File: config.mk
export PLATFORM = sky130hd
export DESIGN_NAME = extended_gcd_bezout_flat
export DESIGN_NICKNAME = d
export VERILOG_FILES = /design/src/hdl/egcd_pkg.sv /design/src/hdl/egcd_in_if.sv /design/src/hdl/egcd_out_if.sv /design/src/hdl/egcd_ctrl.sv /design/src/hdl/egcd_dpath.sv /design/src/hdl/extended_gcd_bezout.sv /design/src/flat_wrapper.sv
export VERILOG_INCLUDE_DIRS = /design/src /design/src/hdl
export SDC_FILE = /design/constraint.sdc
export NUM_CORES = 1
export LEC_CHECK = 0
export ABC_AREA = 0
export ABC_CLOCK_PERIOD_IN_PS = 6350
export BUFFER_PORTS_ARGS = -buffer_cell sky130_fd_sc_hd__buf_2
export CAP_MARGIN = 20
export CORE_MARGIN = 2
export CORE_UTILIZATION = 42
export CTS_BUF_LIST = sky130_fd_sc_hd__clkbuf_8
export CTS_CLUSTER_DIAMETER = 100
export CTS_CLUSTER_SIZE = 28
export DETAILED_ROUTE_END_ITERATION = 10
export SLEW_MARGIN = 10
export SYNTH_ARGS = -nofsm -noshare
export SYNTH_HDL_FRONTEND = slang
export SYNTH_SLANG_ARGS = --single-unit
File: constraint.sdc
create_clock -name i_clk -period 6.35 [get_ports i_clk]
set_clock_uncertainty 0.2 [all_clocks]
set_input_delay 0.9525 -clock i_clk [delete_from_list [all_inputs] [get_ports i_clk]]
set_output_delay 0.9525 -clock i_clk [all_outputs]
set_load 0.01 [all_outputs]
File: src/hdl/extended_gcd_bezout_macros.svh
// Assertion macros shared by the extended gcd block.
`ifndef EXTENDED_GCD_BEZOUT_MACROS_SVH
`define EXTENDED_GCD_BEZOUT_MACROS_SVH

// The consequent must hold in the same cycle as the antecedent.
`define EGCD_ASSERT_SAME(label, clk, rst_n, ante, cons, msg) \
    label: assert property (@(posedge clk) disable iff (!(rst_n)) (ante) |-> (cons)) \
        else $error(msg);

// The consequent must hold in the cycle after the antecedent.
`define EGCD_ASSERT_NEXT(label, clk, rst_n, ante, cons, msg) \
    label: assert property (@(posedge clk) disable iff (!(rst_n)) (ante) |=> (cons)) \
        else $error(msg);

`endif

File: src/hdl/egcd_pkg.sv
// Package with the types and constants of the extended gcd block.
package egcd_pkg;

    localparam int unsigned OPERAND_WIDTH_DEF = 31;

    typedef enum logic [2:0] {
        S_IDLE,
        S_CHECK,
        S_DIV,
        S_UPDATE,
        S_FINISH
    } t_state;

    // Commands from the controller to the datapath.
    typedef struct packed {
        logic in_ready;
        logic load;
        logic div_step;
        logic update;
        logic load_out;
    } t_cmd;

    // Status from the datapath to the controller.
    typedef struct packed {
        logic rb_zero;
        logic div_last;
    } t_sts;

endpackage

File: src/hdl/egcd_in_if.sv
// Operand channel: a valid/ready word carrying the two operands.
interface egcd_in_if #(
    parameter int unsigned OPW = egcd_pkg::OPERAND_WIDTH_DEF
);
    logic           valid;
    logic           ready;
    logic [OPW-1:0] a_value;
    logic [OPW-1:0] b_value;

    modport source (output valid, a_value, b_value, input ready);
    modport sink   (input valid, a_value, b_value, output ready);
endinterface

File: src/hdl/egcd_out_if.sv
// Result channel: a valid/ready word carrying the gcd and both coefficients.
interface egcd_out_if #(
    parameter int unsigned OPW = egcd_pkg::OPERAND_WIDTH_DEF
);
    logic               valid;
    logic               ready;
    logic signed [OPW:0] coeff_x;
    logic signed [OPW:0] coeff_y;
    logic [OPW-1:0]      divisor;

    modport source (output valid, coeff_x, coeff_y, divisor, input ready);
    modport sink   (input valid, coeff_x, coeff_y, divisor, output ready);
endinterface

File: src/hdl/egcd_ctrl.sv
// Controller state machine that sequences the Euclid iterations.
module egcd_ctrl (
    input  logic             i_clk,
    input  logic             i_rst_n,
    input  logic             i_in_valid,
    input  logic             i_out_ready,
    input  egcd_pkg::t_sts   i_sts,
    output egcd_pkg::t_cmd   o_cmd,
    output logic             o_out_valid
);

    egcd_pkg::t_state r_state;
    egcd_pkg::t_state n_state;
    logic             r_out_valid;
    logic             n_out_valid;
    logic             w_slot_free;

    assign w_slot_free = !r_out_valid || i_out_ready;

    always_ff @(posedge i_clk) begin
        if (!i_rst_n) begin
            r_state     <= egcd_pkg::S_IDLE;
            r_out_valid <= 1'b0;
        end else begin
            r_state     <= n_state;
            r_out_valid <= n_out_valid;
        end
    end

    always_comb begin
        n_state = r_state;
        unique case (r_state)
            egcd_pkg::S_IDLE: begin
                if (i_in_valid) n_state = egcd_pkg::S_CHECK;
            end
            egcd_pkg::S_CHECK: begin
                n_state = i_sts.rb_zero ? egcd_pkg::S_FINISH : egcd_pkg::S_DIV;
            end
            egcd_pkg::S_DIV: begin
                if (i_sts.div_last) n_state = egcd_pkg::S_UPDATE;
            end
            egcd_pkg::S_UPDATE: begin
                n_state = egcd_pkg::S_CHECK;
            end
            egcd_pkg::S_FINISH: begin
                if (w_slot_free) n_state = egcd_pkg::S_IDLE;
            end
            default: n_state = egcd_pkg::S_IDLE;
        endcase
    end

    always_comb begin
        o_cmd = '0;
        unique case (r_state)
            egcd_pkg::S_IDLE: begin
                o_cmd.in_ready = 1'b1;
                o_cmd.load     = i_in_valid;
            end
            egcd_pkg::S_CHECK: begin
            end
            egcd_pkg::S_DIV: begin
                o_cmd.div_step = 1'b1;
            end
            egcd_pkg::S_UPDATE: begin
                o_cmd.update = 1'b1;
            end
            egcd_pkg::S_FINISH: begin
                o_cmd.load_out = w_slot_free;
            end
            default: o_cmd = '0;
        endcase
    end

    // The output word stays valid until the receiver takes it.
    always_comb begin
        n_out_valid = r_out_valid;
        if (o_cmd.load_out) begin
            n_out_valid = 1'b1;
        end else if (i_out_ready) begin
            n_out_valid = 1'b0;
        end
    end

    assign o_out_valid = r_out_valid;

endmodule

File: src/hdl/egcd_dpath.sv
// Datapath: bit-serial divider, coefficient accumulators and result register.
module egcd_dpath #(
    parameter int unsigned OPERAND_WIDTH = egcd_pkg::OPERAND_WIDTH_DEF
) (
    input  logic                     i_clk,
    input  logic [OPERAND_WIDTH-1:0] i_a,
    input  logic [OPERAND_WIDTH-1:0] i_b,
    input  egcd_pkg::t_cmd           i_cmd,
    output egcd_pkg::t_sts           o_sts,
    output logic [OPERAND_WIDTH:0]   o_x,
    output logic [OPERAND_WIDTH:0]   o_y,
    output logic [OPERAND_WIDTH-1:0] o_g
);

    localparam int unsigned W  = OPERAND_WIDTH;
    localparam int unsigned CW = $clog2(W);

    logic [W-1:0]  r_ra, r_rb, r_dvd, r_rem;
    logic [W:0]    r_cx, r_cxn, r_cy, r_cyn;
    logic [W:0]    r_accx, r_accy;
    logic [CW-1:0] r_cnt;
    logic [W:0]    r_out_x, r_out_y;
    logic [W-1:0]  r_out_g;

    logic [W:0]    w_rem_sh;
    logic [W:0]    w_rb_ext;
    logic [W:0]    w_diff;
    logic          w_qbit;

    // One restoring division step per cycle; the quotient bit arrives MSB
    // first, so q*cn builds up by doubling and adding.
    assign w_rem_sh = {r_rem, r_dvd[W-1]};
    assign w_rb_ext = {1'b0, r_rb};
    assign w_diff   = w_rem_sh - w_rb_ext;
    assign w_qbit   = (w_rem_sh >= w_rb_ext);

    always_ff @(posedge i_clk) begin
        if (i_cmd.load) begin
            r_ra   <= i_a;
            r_rb   <= i_b;
            r_cx   <= (W+1)'(1);
            r_cxn  <= '0;
            r_cy   <= '0;
            r_cyn  <= (W+1)'(1);
            r_dvd  <= i_a;
            r_rem  <= '0;
            r_accx <= '0;
            r_accy <= '0;
            r_cnt  <= '0;
        end else if (i_cmd.div_step) begin
            r_dvd  <= {r_dvd[W-2:0], 1'b0};
            r_rem  <= w_qbit ? w_diff[W-1:0] : w_rem_sh[W-1:0];
            r_accx <= {r_accx[W-1:0], 1'b0} + (w_qbit ? r_cxn : '0);
            r_accy <= {r_accy[W-1:0], 1'b0} + (w_qbit ? r_cyn : '0);
            r_cnt  <= r_cnt + CW'(1);
        end else if (i_cmd.update) begin
            r_ra   <= r_rb;
            r_rb   <= r_rem;
            r_cx   <= r_cxn;
            r_cxn  <= r_cx - r_accx;
            r_cy   <= r_cyn;
            r_cyn  <= r_cy - r_accy;
            r_dvd  <= r_rb;
            r_rem  <= '0;
            r_accx <= '0;
            r_accy <= '0;
            r_cnt  <= '0;
        end
    end

    always_ff @(posedge i_clk) begin
        if (i_cmd.load_out) begin
            r_out_x <= r_cx;
            r_out_y <= r_cy;
            r_out_g <= r_ra;
        end
    end

    assign o_sts.rb_zero  = (r_rb == '0);
    assign o_sts.div_last = (r_cnt == CW'(W-1));
    assign o_x = r_out_x;
    assign o_y = r_out_y;
    assign o_g = r_out_g;

endmodule

File: src/hdl/extended_gcd_bezout.sv
// Extended gcd block: gcd of two operands with Bezout coefficients x and y.
//
// Usage: the operand channel i_opnd carries a_value and b_value; a word is
// taken when valid and ready are both high. The result channel o_res carries
// divisor, coeff_x and coeff_y with a*x + b*y = divisor; b zero gives
// divisor a, x 1, y 0.
// Flow: one word is in work at a time. After the operand word is taken,
// each Euclid iteration runs one check state, one restoring divide step per
// quotient bit in the bit-serial divider, and one update state. After k
// iterations the result is loaded; ready rises again at that same edge.
// k reaches about 45 for 31-bit operands and is 0 when b is zero.
// The result sits in an output register, so the next operand word is taken
// while an earlier result still waits. If the receiver stalls, a finished
// result holds in the last state until the output register frees up.
// Reset is synchronous and active low; it clears the controller and the
// output valid flag. No state is kept between words.
`include "extended_gcd_bezout_macros.svh"

module extended_gcd_bezout #(
    parameter int unsigned OPERAND_WIDTH = egcd_pkg::OPERAND_WIDTH_DEF
) (
    input  logic        i_clk,
    input  logic        i_rst_n,
    egcd_in_if.sink     i_opnd,
    egcd_out_if.source  o_res
);

    egcd_pkg::t_cmd w_cmd;
    egcd_pkg::t_sts w_sts;
    logic           w_out_valid;

    egcd_ctrl u_ctrl (
        .i_clk       (i_clk),
        .i_rst_n     (i_rst_n),
        .i_in_valid  (i_opnd.valid),
        .i_out_ready (o_res.ready),
        .i_sts       (w_sts),
        .o_cmd       (w_cmd),
        .o_out_valid (w_out_valid)
    );

    egcd_dpath #(
        .OPERAND_WIDTH (OPERAND_WIDTH)
    ) u_dpath (
        .i_clk (i_clk),
        .i_a   (i_opnd.a_value),
        .i_b   (i_opnd.b_value),
        .i_cmd (w_cmd),
        .o_sts (w_sts),
        .o_x   (o_res.coeff_x),
        .o_y   (o_res.coeff_y),
        .o_g   (o_res.divisor)
    );

    assign i_opnd.ready = w_cmd.in_ready;
    assign o_res.valid  = w_out_valid;

    `EGCD_ASSERT_SAME(a_out_slot_free, i_clk, i_rst_n, w_cmd.load_out,
        (!o_res.valid || o_res.ready), "result loaded over a waiting word")
    `EGCD_ASSERT_SAME(a_done_on_zero, i_clk, i_rst_n, w_cmd.load_out,
        w_sts.rb_zero, "result loaded before remainder reached zero")
    `EGCD_ASSERT_SAME(a_step_nonzero, i_clk, i_rst_n, w_cmd.div_step,
        !w_sts.rb_zero, "divide step with zero divisor")
    `EGCD_ASSERT_NEXT(a_busy_after_take, i_clk, i_rst_n, (i_opnd.valid && i_opnd.ready),
        !i_opnd.ready, "operand taken while busy")

endmodule

File: src/flat_wrapper.sv
// flat-port wrapper written by rule: the top's interface ports become plain ports
module extended_gcd_bezout_flat 
#(
    parameter int unsigned OPERAND_WIDTH = egcd_pkg::OPERAND_WIDTH_DEF
)
  (i_clk, i_rst_n, i_opnd_valid, i_opnd_a_value, i_opnd_b_value, i_opnd_ready, o_res_valid, o_res_coeff_x, o_res_coeff_y, o_res_divisor, o_res_ready);
  egcd_in_if #(.OPW((egcd_pkg::OPERAND_WIDTH_DEF))) i_opnd_i ();
  egcd_out_if #(.OPW((egcd_pkg::OPERAND_WIDTH_DEF))) o_res_i ();
  input  logic i_clk;
  input  logic i_rst_n;
  input wire logic [$bits(i_opnd_i.valid)-1:0] i_opnd_valid;
  input wire logic [$bits(i_opnd_i.a_value)-1:0] i_opnd_a_value;
  input wire logic [$bits(i_opnd_i.b_value)-1:0] i_opnd_b_value;
  output wire logic [$bits(i_opnd_i.ready)-1:0] i_opnd_ready;
  output wire logic [$bits(o_res_i.valid)-1:0] o_res_valid;
  output wire logic [$bits(o_res_i.coeff_x)-1:0] o_res_coeff_x;
  output wire logic [$bits(o_res_i.coeff_y)-1:0] o_res_coeff_y;
  output wire logic [$bits(o_res_i.divisor)-1:0] o_res_divisor;
  input wire logic [$bits(o_res_i.ready)-1:0] o_res_ready;
  assign i_opnd_i.valid = i_opnd_valid;
  assign i_opnd_i.a_value = i_opnd_a_value;
  assign i_opnd_i.b_value = i_opnd_b_value;
  assign i_opnd_ready = i_opnd_i.ready;
  assign o_res_valid = o_res_i.valid;
  assign o_res_coeff_x = o_res_i.coeff_x;
  assign o_res_coeff_y = o_res_i.coeff_y;
  assign o_res_divisor = o_res_i.divisor;
  assign o_res_i.ready = o_res_ready;
  extended_gcd_bezout #(.OPERAND_WIDTH(OPERAND_WIDTH)) u_core (.i_clk(i_clk), .i_rst_n(i_rst_n), .i_opnd(i_opnd_i), .o_res(o_res_i));
endmodule
==> out/summary.txt, run 1 <==
P_leak - 10.04 nW
Max Cap Viol - 0
Final Setup Violations - 0
switching pwr - 1.245 mW
Post-CTS Resized - 0
clk_lat worst skew - 650 ps
Crit path top cell by count - a21oi_1
via count - 18837
initial DRC count - 1220
Max-slew headroom - 0.2987
Core Region - 54880 µm²
clock share of power - 0.276
largest cells by area after synthesis - edfxtp_1 24%, dfxtp_1 20%, ha_1 8.3%, nand2_1 7.8%, a21oi_1 4.7%
largest net degree at the start of global routing - 95
sequential share of power - 0.629
dpl hpwl - 43040 µm
Post-synth EDFFs - 188
Bufs on Longest Clock Path - 3
GPL Wtd Cong - 0.9796
Synth Area per Inst - 8.988 µm²
worst hold start - u_core.u_dpath.r_ra[28]
critical path cell sequence - inv_1 > ha_1 > a21oi_1 > o31ai_1 > a21oi_1 > a21oi_1 > o31ai_4 > buf_4 > nor2b_1 > ha_1 > fa_1 > a21oi_1 > nand4b_1 > and3b_1 > nor3_1 > nor4_1 > o31ai_1 > a211oi_2 > xnor2_1 > o21ai_1
initial antenna violation count - 2
n_diodes - 0
post-synth net total - 2811
CP max stage cell - o31ai_4
met1 wire length - 27880 µm
Pwr Density - 188.5 nW/µm²
final critical-path share of the clock period - 0.8759
Data arrival, critical path - 5880 ps
Starting Density - 0.4234
CP Max Fanout - 14
crit path time final - 5562 ps
H-tree depth - 1
top layer in use - met5
Synth area leader - edfxtp_1
post-synthesis sequential area ratio - 0.4429
status - finished clean
r2r setup slk - 790 ps
CTS tree - built
setup tns final - 0 ps
most frequent cells in the layout - 481 x nand2_1, 232 x dfxtp_1, 216 x a21oi_1
Die Wd - 239.2 µm
Slew Viols, Final - 0
clock slew at reported path FFs - 170 ps
Vias per Instance - 5.544
Hold Fails Final Rpt - 0
final WL - 60030 µm
post-route design area - 25120 µm²
clk root buf - clkbuf_8
Post-Synthesis Cell Area - 23230 µm²
met2 wire len - 28250 µm
Power Internal - 3.490 mW
DRC - 0
CTS Sinks - 420
startpoint types - register
Max Freq - 179.8 MHz
ys async rst share - 0
Max VDD drop - 0.1350 mV
crit path kind - reg2reg
CTS Buf Count - 20
Reg2Reg Launch Point - u_core.u_dpath.r_rb[11]
DR pass1 iterations - 7
switching fraction of total power - 0.2630
vias in the first global route - 18071
Worst path max stage delay - 800 ps
Crit path buffers/inverters - 2
hold-fix buffer count after cts - 0
Mapped Cells - 2585
Nets - 2906
cell family with most CP delay - compound AO/OA/AOI/OAI gates
Die Ht - 239.2 µm
drt wl/cell - 17.67 µm
I/O pin count - 163
Overflow after GRT - 0
met3 WL post-DR - 2523 µm
Final ANT Viol Nets - 0
Yosys warnings - 0
first-pass GRT wire length - 94940 µm
Core Util, Final - 0.4578
commonest non-fill, non-tap cell in the layout - nand2_1
crit path from - u_core.u_dpath.r_rb[11]
area grow syn2layout - 8.115%
#FFs+latches synth - 420
gr usage total - 0.2049
dpl cell area - 24680 µm²
Buffers on Ports - 162
num rows - 86
layout cell share with drive strength beyond 1 - 0.1010
Hold Slack - 235.6 ps
Worst Path Required - 6670 ps
library cells used by synthesis - 89
area of the die - 57220 µm²
Hold/Removal Path Class - reg2reg
CP endpoint kind - register
Top FF cell, synth - dfxtp_1
post-synth top area share - 0.2430
RSZ-0062 raised after global routing - no
worst-margin pin slew - 1052 ps
Gate power share - 0.095
Post-CTS Setup Bufs - 0
[stage by stage]
step | std cells | setup slack [ps] | total power, mW
2_1_floorplan | 2585 | 1653 | 3.321
3_3_place_gp | 3362 | 1075 | 3.480
3_5_place_dp | 3362 | 885.1 | 3.488
4_1_cts | 3398 | 811.3 | 4.797
5_1_grt | 3398 | 402.2 | 4.925
6_report | 3398 | 788.0 | 4.735
[worst register-to-register path: cells and delay by family, from the launching register on]
kind	cells	cell delay, ps
fa+ha+maj	3	980
simple gates	5	980
buf+inv	2	420
flops	1	390
compound gates	9	2340
xor+xnor	1	140
[logic make-up (layout without fill, tap and decap cells)]
| family | Yosys count | in the layout | synth area share |
|---|---|---|---|
| adders and majority gates | 160 | 160 | 0.08778 |
| buffers and inverters | 252 | 361 | 0.04243 |
| AOI/OAI and AO/OA | 726 | 726 | 0.2017 |
| muxes | 12 | 12 | 0.005170 |
| DFF | 420 | 420 | 0.4429 |
| and+or+nand+nor | 900 | 900 | 0.1767 |
| xor gates and xnor gates | 115 | 115 | 0.04335 |
[flip-flops by register name (all words and copies together) (netlist names), 32 cells and up]
register	cells
u_core.u_dpath.r_accx	32
u_core.u_dpath.r_cyn	32
u_core.u_dpath.r_cxn	32
u_core.u_dpath.o_x	32
u_core.u_dpath.r_cx	32
u_core.u_dpath.r_accy	32
u_core.u_dpath.r_cy	32
u_core.u_dpath.o_y	32
[power by group through the flow]
stage	Clock, mW	Sequential [mW]	Combinational [mW]
finish	1.31	2.98	0.449
global route	1.44	2.99	0.497
floorplan	0	3.02	0.299
CTS	1.37	2.98	0.451
global placement	0	3.03	0.445
detailed placement	0	3.04	0.451
[metal layers]
metal,vias up,track usage
met5,-,0
met1,8924,0.2764
met3,82,0.01879
met2,434,0.3532
met4,2,0.05170
li1,9395,-
[worst paths after layout]
path                                                   to  cells past startpoint
worst max-delay path            u_core.u_dpath.r_accx[31]                     20
worst min-delay path               u_core.u_dpath.o_g[28]                      0
worst max register to register  u_core.u_dpath.r_accx[31]                     20
worst min register to register     u_core.u_dpath.o_g[28]                      0
[area by class of cell]
type                            count  area [µm²]
Sequential cell                   420       10290
Clock inverter                     15       155.1
Timing Repair Buffer              182       960.9
Tap cell                          704       880.8
Multi-Input combinational cell   1913       12000
Clock buffer                       21       289.0
Inverter                          143       543.0
Fill cell                        5308       29760
[synthesized netlist by cell type (all sizes together), types with 6 or more instances]
library cell and instances:
or3 12, nor3 37, clkbuf 95, buf 14
a32oi 7, dfxtp 232, xor2 51, nor2 101
ha 155, o21bai 11, o31ai 18, a22o 21
or2 7, nand2 483, nor3b 8, nor4 15
a21o 68, a2111oi 6, o32ai 9, and3 19
o31a 9, edfxtp 188, nor2b 80, mux2i 12
nand3 74, o21a 31, xnor2 64, a31oi 26
o21ai 168, a21oi 220, a211oi 33, inv 142
o22ai 46, o211ai 17, nand2b 19, nand4 18
and2 9
(Power assumes the default switching activity.)
==> inputs of run 2 (changes only) <==
--- a/config.mk
+++ b/config.mk
@@ -11,7 +11,7 @@
 export BUFFER_PORTS_ARGS = -buffer_cell sky130_fd_sc_hd__buf_2
 export CAP_MARGIN = 20
 export CORE_MARGIN = 2
-export CORE_UTILIZATION = 42
+export CORE_UTILIZATION = 35
 export CTS_BUF_LIST = sky130_fd_sc_hd__clkbuf_8
 export CTS_CLUSTER_DIAMETER = 100
 export CTS_CLUSTER_SIZE = 28
==> run 2 against run 1 <==
  * Die area increased by 20%
  * Fmax increased by 2.9%
  * Highest routed layer is now met4
  * Routed wire length is 3.0% higher
  * Combinational power about the same
  * Final cell count increased by 4.8%
  * Largest cell class unchanged
  * Sequential cell count stayed put
  * Core utilization is 7.2 points lower
  * Clock power grew 5%
==> out/summary.txt, run 2 (synthesized netlist as in run 1, its figures left out) <==
status - finished clean
Data arrival, critical path - 5740 ps
CP Max Fanout - 34
Die Wd - 261.7 µm
P_leak - 10.05 nW
Place WS - 1046 ps
Final ANT Viol Nets - 0
clk root buf - clkbuf_8
H-tree depth - 1
Starting Density - 0.3534
DRC - 0
Crit path top cell by count - a21oi_1
final critical-path share of the clock period - 0.8510
Die Ht - 261.7 µm
# placed instances - 3520
Post-CTS Resized - 0
GPL Wtd Cong - 0.8884
FILL cells - 6674
switching pwr - 1.325 mW
clock share of power - 0.287
Hold Fails Final Rpt - 0
layout cell share with drive strength beyond 1 - 0.1009
Vias per Instance - 5.305
vias in the first global route - 18347
commonest non-fill, non-tap cell in the layout - nand2_1
clock slew at reported path FFs - 170 ps
Pwr Density - 189.5 nW/µm²
Power Internal - 3.481 mW
busiest grt layer - met2
gr usage total - 0.1759
I/O pin count - 163
Max VDD drop - 0.1184 mV
Core Region - 65750 µm²
critical path cell sequence - inv_1 > ha_1 > a21oi_1 > o21ai_1 > a221oi_2 > nand2_1 > o31ai_4 > buf_4 > nor2b_1 > ha_1 > a21oi_1 > o21ai_0 > a221oi_2 > a21oi_1 > and3_1 > a211oi_2 > a211oi_1 > xnor2_1 > o22ai_1
setup tns final - 0 ps
met1 global-route usage - 0.2373
clk_lat worst skew - 670 ps
Crit path buffers/inverters - 2
CTS Buf Count - 22
via count - 18892
Post-CTS Setup Bufs - 0
Max-slew headroom - 0.2782
worst-margin pin slew - 1083 ps
Max Freq - 185.1 MHz
DR pass1 iterations - 5
largest net degree at the start of global routing - 92
CTS Sinks - 420
drt wl/cell - 17.37 µm
Nets - 2906
Buffers on Ports - 162
Worst path max stage delay - 480 ps
most frequent cells in the layout - 481 x nand2_1, 232 x dfxtp_1, 216 x a21oi_1
CP max stage cell - o31ai_4
Slew Viols, Final - 0
Final Setup Violations - 0
crit path time final - 5404 ps
area grow syn2layout - 9.122%
startpoint types - register
hold-fix buffer count after cts - 0
switching fraction of total power - 0.2757
crit path kind - reg2reg
RSZ-0062 raised after global routing - no
initial DRC count - 1376
final WL - 61850 µm
Hold/Removal Path Class - reg2reg
Gate power share - 0.093
initial antenna violation count - 3
num rows - 94
Overflow after GRT - 0
Bufs on Longest Clock Path - 3
Tot Pwr - 4.805 mW
cell family with most CP delay - compound AO/OA/AOI/OAI gates
setup ws final - 946.2 ps
dpl hpwl - 44440 µm
Worst Path Required - 6690 ps
Max Cap Viol - 0
Cell Count, Final, Fillers Out - 3561
first-pass GRT wire length - 97610 µm
area of the die - 68460 µm²
CTS tree - built
met3 usage - 0.02141
M2 GR Usage - 0.2991
CP endpoint kind - register
sequential share of power - 0.620
run 2: cell count changes in the layout (fill, tap and decap cells not counted), sizes merged:
cell	previous run	this run
inv	149	152
diode	0	1
clkbuf	21	23
clkinv	5	6
buf	182	180
bufinv	3	1
run 2: stage by stage:
| step | hold slack, ps | cell area (µm²) | utilization |
|---|---|---|---|
| floorplan | 200.3 | 23230 | - |
| global placement | 202.7 | 24860 | 0.3781 |
| detailed placement | 206.1 | 24860 | 0.3781 |
| CTS | 240.3 | 25350 | 0.3856 |
| global route | 242.4 | 25350 | 0.3856 |
| finish | 231.1 | 25350 | 0.3856 |
run 2: final timing paths:
kind                                         startpoint                        end  slack [ps]  cells past startpoint
worst max-delay path            u_core.u_dpath.r_rb[23]  u_core.u_dpath.r_accx[30]         950                     19
worst min register to register  u_core.u_dpath.r_ra[30]     u_core.u_dpath.o_g[30]         230                      0
worst max register to register  u_core.u_dpath.r_rb[23]  u_core.u_dpath.r_accx[30]         950                     19
worst min-delay path            u_core.u_dpath.r_ra[30]     u_core.u_dpath.o_g[30]         230                      0
run 2: final cells by class:
type | count | area, µm² | share of cell area
multi-input combinational | 1913 | 12000 | 0.4733
clock buffer | 23 | 316.6 | 0.01249
tap | 864 | 1081 | 0.04264
inverter | 143 | 543.0 | 0.02142
timing repair buffer | 180 | 945.9 | 0.03731
clock inverter | 17 | 176.4 | 0.006958
sequential | 420 | 10290 | 0.4058
antenna | 1 | 2.502 | 0.00009870
run 2: power by group through the flow:
| stage | combinational [mW] | clock [mW] | sequential (mW) |
|---|---|---|---|
| floorplan | 0.299 | 0 | 3.02 |
| global placement | 0.445 | 0 | 3.04 |
| detailed placement | 0.451 | 0 | 3.04 |
| CTS | 0.452 | 1.44 | 2.98 |
| global route | 0.498 | 1.52 | 2.99 |
| finish | 0.448 | 1.38 | 2.98 |
run 2: routing by layer:
layer,share of wire,up-vias
li1,-,9406
met1,0.46,9020
met2,0.47,390
met3,0.050,76
met4,0.021,0
met5,0,-
run 2: worst register-to-register path, stage by stage, from the launching register on:
cell	delay [ps]
edfxtp_1	440
inv_1	80
ha_1	380
a21oi_1	200
o21ai_1	110
a221oi_2	370
nand2_1	150
o31ai_4	480
buf_4	460
nor2b_1	120
ha_1	350
a21oi_1	150
o21ai_0	170
a221oi_2	370
a21oi_1	220
and3_1	230
a211oi_2	340
a211oi_1	150
xnor2_1	190
o22ai_1	100
